==> src/tclf_pkg.sv <==
`timescale 1ns / 1ps
// ----------------------------------------------------------------------------
// tclf_pkg
// Shared types and constants of the two-class line fit unit.
// ----------------------------------------------------------------------------
package tclf_pkg;

  localparam int MAX_POINTS = 1024;
  localparam int COORD_BITS = 16;
  localparam int FRAC_BITS  = 8;

  localparam int CNT_W  = $clog2(MAX_POINTS + 1);
  localparam int SUM_W  = COORD_BITS + CNT_W;
  localparam int SQ_W   = 2 * COORD_BITS + CNT_W;
  localparam int NUM_W  = SUM_W + SQ_W + 16;
  localparam int R_W    = ((COORD_BITS + 31 > 47) ? COORD_BITS + 31 : 47) + 2;
  localparam int VW     = 2 * R_W + 64;
  localparam int SVW    = VW + 1;
  localparam int DCNT_W = $clog2(NUM_W + 1);

  typedef logic signed [COORD_BITS-1:0]   coord_t;
  typedef logic signed [2*COORD_BITS-1:0] prod_t;
  typedef logic signed [SUM_W-1:0]        sum_t;
  typedef logic signed [SQ_W-1:0]         sq_t;
  typedef logic signed [SVW-1:0]          svw_t;
  typedef logic [VW-1:0]                  mag_t;

  typedef enum logic [1:0] {
    OP_ADD      = 2'd0,
    OP_FIT      = 2'd1,
    OP_CLASSIFY = 2'd2,
    OP_CLEAR    = 2'd3
  } opcode_t;

  typedef enum logic [1:0] {
    STAT_OK    = 2'd0,
    STAT_DROP  = 2'd1,
    STAT_NOFIT = 2'd2
  } status_t;

  typedef enum logic {
    ALU_MUL = 1'b0,
    ALU_DIV = 1'b1
  } alu_op_t;

  typedef struct packed {
    logic    start;
    alu_op_t op;
  } alu_cmd_t;

  typedef enum logic [1:0] {
    AST_IDLE,
    AST_MUL,
    AST_DIV
  } alu_state_t;

  typedef enum logic [2:0] {
    SEQ_IDLE,
    SEQ_ACC,
    SEQ_ISSUE,
    SEQ_WAIT,
    SEQ_OUT
  } seq_state_t;

  typedef enum logic [3:0] {
    STEP_DEN0,
    STEP_DEN1,
    STEP_SN0,
    STEP_SN1,
    STEP_SDIV,
    STEP_ON0,
    STEP_ON1,
    STEP_ODIV,
    STEP_MX,
    STEP_RR,
    STEP_MM,
    STEP_A,
    STEP_B
  } step_t;

endpackage

==> src/tclf_alu.sv <==
`timescale 1ns / 1ps
// ----------------------------------------------------------------------------
// tclf_alu
// Shared shift-add multiplier and restoring divider on unsigned magnitudes.
// ----------------------------------------------------------------------------
module tclf_alu
  import tclf_pkg::*;
(
  input  logic     clk,
  input  logic     rst,
  input  alu_cmd_t cmd,
  input  mag_t     opa,
  input  mag_t     opb,
  output logic     done,
  output mag_t     res
);

  alu_state_t state, state_next;
  mag_t acc, ma, mb;
  logic [NUM_W-1:0] num;
  logic [DCNT_W-1:0] cnt;
  mag_t trial;
  logic take;

  assign trial = {ma[VW-2:0], num[NUM_W-1]};
  assign take  = (trial >= mb);
  assign res   = acc;

  always_ff @(posedge clk) begin
    if (rst) begin
      state <= AST_IDLE;
    end else begin
      state <= state_next;
    end
  end

  always_comb begin
    state_next = state;
    done       = 1'b0;
    unique case (state)
      AST_IDLE: begin
        if (cmd.start) begin
          state_next = (cmd.op == ALU_DIV) ? AST_DIV : AST_MUL;
        end
      end
      AST_MUL: begin
        if (mb == '0) begin
          done       = 1'b1;
          state_next = AST_IDLE;
        end
      end
      AST_DIV: begin
        if (cnt == '0) begin
          done       = 1'b1;
          state_next = AST_IDLE;
        end
      end
      default: state_next = AST_IDLE;
    endcase
  end

  always_ff @(posedge clk) begin
    case (state)
      AST_IDLE: begin
        if (cmd.start) begin
          acc <= '0;
          if (cmd.op == ALU_DIV) begin
            ma  <= '0;
            mb  <= opb;
            num <= opa[NUM_W-1:0];
            cnt <= DCNT_W'(NUM_W);
          end else begin
            ma <= opa;
            mb <= opb;
          end
        end
      end
      AST_MUL: begin
        // add the shifted multiplicand for each set multiplier bit
        if (mb != '0) begin
          if (mb[0]) acc <= acc + ma;
          ma <= {ma[VW-2:0], 1'b0};
          mb <= {1'b0, mb[VW-1:1]};
        end
      end
      AST_DIV: begin
        if (cnt != '0) begin
          ma  <= take ? trial - mb : trial;
          acc <= {acc[VW-2:0], take};
          num <= {num[NUM_W-2:0], 1'b0};
          cnt <= cnt - 1'b1;
        end
      end
      default: ;
    endcase
  end

endmodule

==> config.mk <==
export PLATFORM = sky130hd
export DESIGN_NAME = tclf_alu
export DESIGN_NICKNAME = d
export VERILOG_FILES = /design/src/tclf_pkg.sv /design/src/tclf_alu.sv
export SDC_FILE = /design/constraint.sdc
export NUM_CORES = 2
export LEC_CHECK = 0
export BUFFER_PORTS_ARGS = -buffer_cell sky130_fd_sc_hd__buf_2
export CAP_MARGIN = 20
export CORE_UTILIZATION = 60
export DETAILED_ROUTE_END_ITERATION = 6
export GPL_ROUTABILITY_DRIVEN = 0
export PLACE_DENSITY = 0.77
export SLEW_MARGIN = 20
export SYNTH_ARGS = -nofsm -noshare
export SYNTH_HDL_FRONTEND = slang
export SYNTH_SLANG_ARGS = --single-unit
==> constraint.sdc <==
create_clock -name clk -period 24 [get_ports clk]
set_input_delay 0 -clock clk [delete_from_list [all_inputs] [get_ports clk]]
set_output_delay 0 -clock clk [all_outputs]
set_load 0.005 [all_outputs]
==> results <==
- The total count of max-transition violations in the final report is 0.
- Compared with the post-synthesis result, the final layout area differs by 17.7%.
- The die is ~290 um tall.
- The final hold violation count was 0.
- Timing would allow up to 159 MHz.
- The wire length of the first global-routing pass is 277 mm.
- The final design area excluding fillers is between 50,000 and 60,000 um2.
- The worst hold path passes through 3 cells.
- The most repeated cell in the gate-level netlist after synthesis is sky130_fd_sc_hd__a21oi_1.
- Sequential elements use a little over a third of the synthesized area.
- The count of flip-flops with a built-in enable after synthesis is 579.
- In the synthesized netlist, the cells that appear most often are sky130_fd_sc_hd__a21oi_1 (587), sky130_fd_sc_hd__edfxtp_1 (579), sky130_fd_sc_hd__nand2_1 (543), sky130_fd_sc_hd__o21ai_0 (484), sky130_fd_sc_hd__nor2_1 (359).
- The clock transition time at the flip-flop clock pins of the worst setup and hold paths is 0.06 ns.
- The biggest area contributor in the post-synthesis netlist is sky130_fd_sc_hd__edfxtp_1.
- The standard-cell row count is 103.
- The synthesis warning total is 0.
- The post-cts sizing count is 0.
- The tree is rooted in a sky130_fd_sc_hd__clkbuf_16.
- Grouping stages by cell kind, the critical path spends the most delay in compound AO/OA/AOI/OAI gates.
- The worst register-to-register path begins at num[85]$_DFFE_PP_.
- The final layout net count is 6,734.
- After synthesis the netlist holds a flip-flop and latch count of between 500 and 600.
- Along the worst path, the maximum fanout reaches 71.
- Entering global routing, the biggest net connects 163 pins.
- For the finished layout, the period the worst path requires is approximately 6.3 ns.
- In the final layout, the share of cells above drive strength 1 is 15.4%.
- For the pin with the worst max-slew slack, the measured transition is 1.28 ns.
- Setup repair after global routing left no endpoint under its margin.
- The setup total negative slack is 0 ns.
- The clock insertion delay at the later pin of the skew report is 0.64 ns.
- The H-tree level count is 3.
- The number of detailed-routing iterations run before antenna repair is 7.
- The top flip-flop cell by instance count after synthesis is sky130_fd_sc_hd__edfxtp_1.
- The total power density per cell area is about 110 nW/um2.
- The die covers 81,600 um2.
- The worst setup path is of the flip-flop to flip-flop kind.
- The routed wirelength normalized by instance count is ~26 um.
- The type of the tightest min-delay check is primary input to flip-flop.
- The detail route stage leaves a number of antenna-violating nets equal to 0.
- For the worst setup path, the data arrival time is between 6 and 7 ns.
- Across every metal layer, demand over resource in global routing totals 44.5%.
- The placed instances occupy a cell area of between 50,000 and 60,000 um2.
- The share of the synthesized area in the top cell type is between 30% and 40%.
- The initial core utilization is 60.9%.
- The summed instance area of the synthesized netlist is 48,200 um2.
- A synthesized cell averages 8.81 um2.
- 491 I/O pins were placed.
- The number of nets handed over by synthesis was ~6,100.
- The number of clock sinks is 581.
- TritonCTS built the clock tree.
- The critical hold path startpoint is rst.
- The initial antenna violation count is 7.
- The floorplan step defined a core boundary enclosing around 79,000 um2.
- The critical path goes through inv_1 > ha_1 > inv_1 > fa_1 > a21oi_1 > o21ai_1 > a221oi_1 > o31ai_2 > nor4b_2 > o2111ai_1 > a211o_1 > a211o_1 > and2_2 > buf_4 > nand2_1 > nand2_4 > buf_4 > a22oi_1 > o21ai_0.
- The slowest stage of the critical path belongs to the cell sky130_fd_sc_hd__buf_4.
- After layout, the worst path uses 26.2% of the clock period.
- The setup clock skew after layout is between 0.02 and 0.03 ns.
- The die is approximately 290 um wide.
- Headroom to the max-slew limit came out at 14.2%.
- Summed over all layers, the routed wires come to 188 mm.
- After legalization and detailed placement, the total HPWL measured 139 mm.
- The routed layout has slightly below 50,000 vias.
- The DRC marker count from the first detailed-route iteration is 7,516.
- The maximum VDD drop is about 65 uV.
- The worst register-to-register path has a depth of 19.
- The sort of element at the end of the critical path is a flip-flop.
- The required time of the critical path is 24.45 ns.
- The via count of the first global-routing pass is 46,081.
- Sorting the synthesized cells by area gives the leading types as sky130_fd_sc_hd__edfxtp_1 (36%), sky130_fd_sc_hd__ha_1 (8.5%), sky130_fd_sc_hd__a21oi_1 (6.1%).
- After synthesis, the netlist uses 90 different library cells.
- The largest stage delay on the critical path is around 0.73 ns.
- The total clock buffers created by CTS is 71.
- The maximum root-to-sink buffer count is 3.
- The checks that failed: DRC.
- The flow ran to the end, but the final reports show violations.
- The setup check on the worst reg-to-reg path leaves a slack of 17.72 ns.
- The kind of launch point of the worst setup path is a flip-flop.
- The max-cap violation count is 0.
- The capturing point of the worst reg2reg path is ma[89]$_DFFE_PP_.
- Global routing finished with a remaining overflow of 0.
- Using the TritonRoute via totals, the vias-per-cell ratio works out to 6.88.
- The total DRC errors in the routed layout is 3.
- Setup violations remaining at the end of the flow were counted as 0.
- The leakage power total is 22.8 nW.
- The worst hold path terminates at state[1]$_SDFFE_PP0P_.
- The post-synthesis async set-or-reset flop share is 0%.
- The number of port buffers is 490.
- The number of buffers and inverters on the critical path is 4.
- The gate count of the mapped netlist is 5,474.
where the power goes:
group | internal (mW) | leakage (nW) | switching, mW | total (mW)
logic | 1.14 | 15.8 | 2.02 | 3.16
clock network | 0.640 | 1.14 | 0.480 | 1.12
registers | 1.42 | 5.86 | 0.289 | 1.71
what timing repair did:
action	in CTS	in global routing
endpoints found under the setup margin	0	0
hold endpoints to repair	412	0
buffers inserted	0	0
hold buffers	328	0
kinds of logic after synthesis:
kind of cell             synth area share, %
adder cells (fa/ha/maj)                 8.59
flip-flops                              36.1
AND/OR/NAND/NOR                         14.4
AO/OA/AOI/OAI                           24.6
buffers and inverters                   4.90
XOR/XNOR                                5.45
multiplexers                            5.98
worst register-to-register path, stage by stage (launching register included):
cell and delay [ns]:
sky130_fd_sc_hd__edfxtp_1 0.41, sky130_fd_sc_hd__inv_1 0.08, sky130_fd_sc_hd__ha_1 0.17, sky130_fd_sc_hd__inv_1 0.06
sky130_fd_sc_hd__fa_1 0.41, sky130_fd_sc_hd__a21oi_1 0.24, sky130_fd_sc_hd__o21ai_1 0.09, sky130_fd_sc_hd__a221oi_1 0.56
sky130_fd_sc_hd__o31ai_2 0.17, sky130_fd_sc_hd__nor4b_2 0.22, sky130_fd_sc_hd__o2111ai_1 0.29, sky130_fd_sc_hd__a211o_1 0.25
sky130_fd_sc_hd__a211o_1 0.21, sky130_fd_sc_hd__and2_2 0.17, sky130_fd_sc_hd__buf_4 0.73, sky130_fd_sc_hd__nand2_1 0.28
sky130_fd_sc_hd__nand2_4 0.57, sky130_fd_sc_hd__buf_4 0.76, sky130_fd_sc_hd__a22oi_1 0.27, sky130_fd_sc_hd__o21ai_0 0.16
per-layer routing:
metal / wire length (um) / share of wire [%] / track usage [%]
met1: 67200 / 36 / 57.0
met2: 78900 / 42 / 65.6
met3: 27500 / 15 / 13.1
met4: 14100 / 7.5 / 28.7
met5: 64 / 0.034 / 0
flip-flops by register name, summed over array words and instances, names as in the netlist:
name and cells:
cnt 7, ma 162, mb 162, num 86
res 162, state 2
cells in the final DEF, fill, tap and decap left out, types with 29 or more instances in the layout:
master	synthesis	routed
sky130_fd_sc_hd__o21ai_0	484	484
sky130_fd_sc_hd__xnor2_1	177	177
sky130_fd_sc_hd__nand4_1	198	198
sky130_fd_sc_hd__a221o_1	39	39
sky130_fd_sc_hd__a21oi_1	587	585
sky130_fd_sc_hd__inv_1	310	310
sky130_fd_sc_hd__o21bai_1	130	130
sky130_fd_sc_hd__buf_2	17	490
sky130_fd_sc_hd__o21ai_1	64	64
sky130_fd_sc_hd__nor3_1	62	62
sky130_fd_sc_hd__nand2_1	543	541
sky130_fd_sc_hd__o31ai_1	29	29
sky130_fd_sc_hd__a31oi_1	35	35
sky130_fd_sc_hd__nor2_1	359	358
sky130_fd_sc_hd__a21o_1	155	155
sky130_fd_sc_hd__nand3_1	60	60
sky130_fd_sc_hd__a22oi_1	105	105
sky130_fd_sc_hd__dlygate4sd3_1	0	328
sky130_fd_sc_hd__mux2_2	247	247
sky130_fd_sc_hd__clkbuf_16	0	72
sky130_fd_sc_hd__nor4_1	83	80
sky130_fd_sc_hd__edfxtp_1	579	579
sky130_fd_sc_hd__ha_1	328	326
sky130_fd_sc_hd__o21a_1	49	47
sky130_fd_sc_hd__xor2_1	123	123
layout make-up:
cell class / instances / area [um2]
sequential: 581 / 17400
antenna: 3 / 7.51
fill: 5933 / 22500
clock inverter: 50 / 522
inverter: 310 / 1160
tap: 1050 / 1310
multi-input combinational: 4269 / 28600
clock buffer: 76 / 1820
timing repair buffer: 843 / 5940
worst max path at each step:
stage | start | depth (start not counted) | endpoint
after floorplan | state[1]$_SDFFE_PP0P_ | 7 | res[0]$_DFFE_PP_
after global placement | num[85]$_DFFE_PP_ | 19 | ma[97]$_DFFE_PP_
after detailed placement | num[85]$_DFFE_PP_ | 19 | ma[89]$_DFFE_PP_
after CTS | num[85]$_DFFE_PP_ | 19 | ma[89]$_DFFE_PP_
after global routing | num[85]$_DFFE_PP_ | 19 | ma[150]$_DFFE_PP_
final | num[85]$_DFFE_PP_ | 19 | ma[89]$_DFFE_PP_
per-stage QoR:
step                      hold WS [ns]  setup WS [ns]  std cells  power, mW  utilization, %
after floorplan                 0.0724           6.43       5474       3.77               -
after global placement           0.176          18.13       6724       4.62            64.5
after detailed placement         0.179          17.95       6725       4.66            64.5
after CTS                        0.151          17.92       7179       5.82            71.6
after global routing             0.191          17.41       7180       6.24            71.6
final                            0.175          17.72       7182       5.99            71.6
No activity file was read; power rests on OpenSTA's default activity.
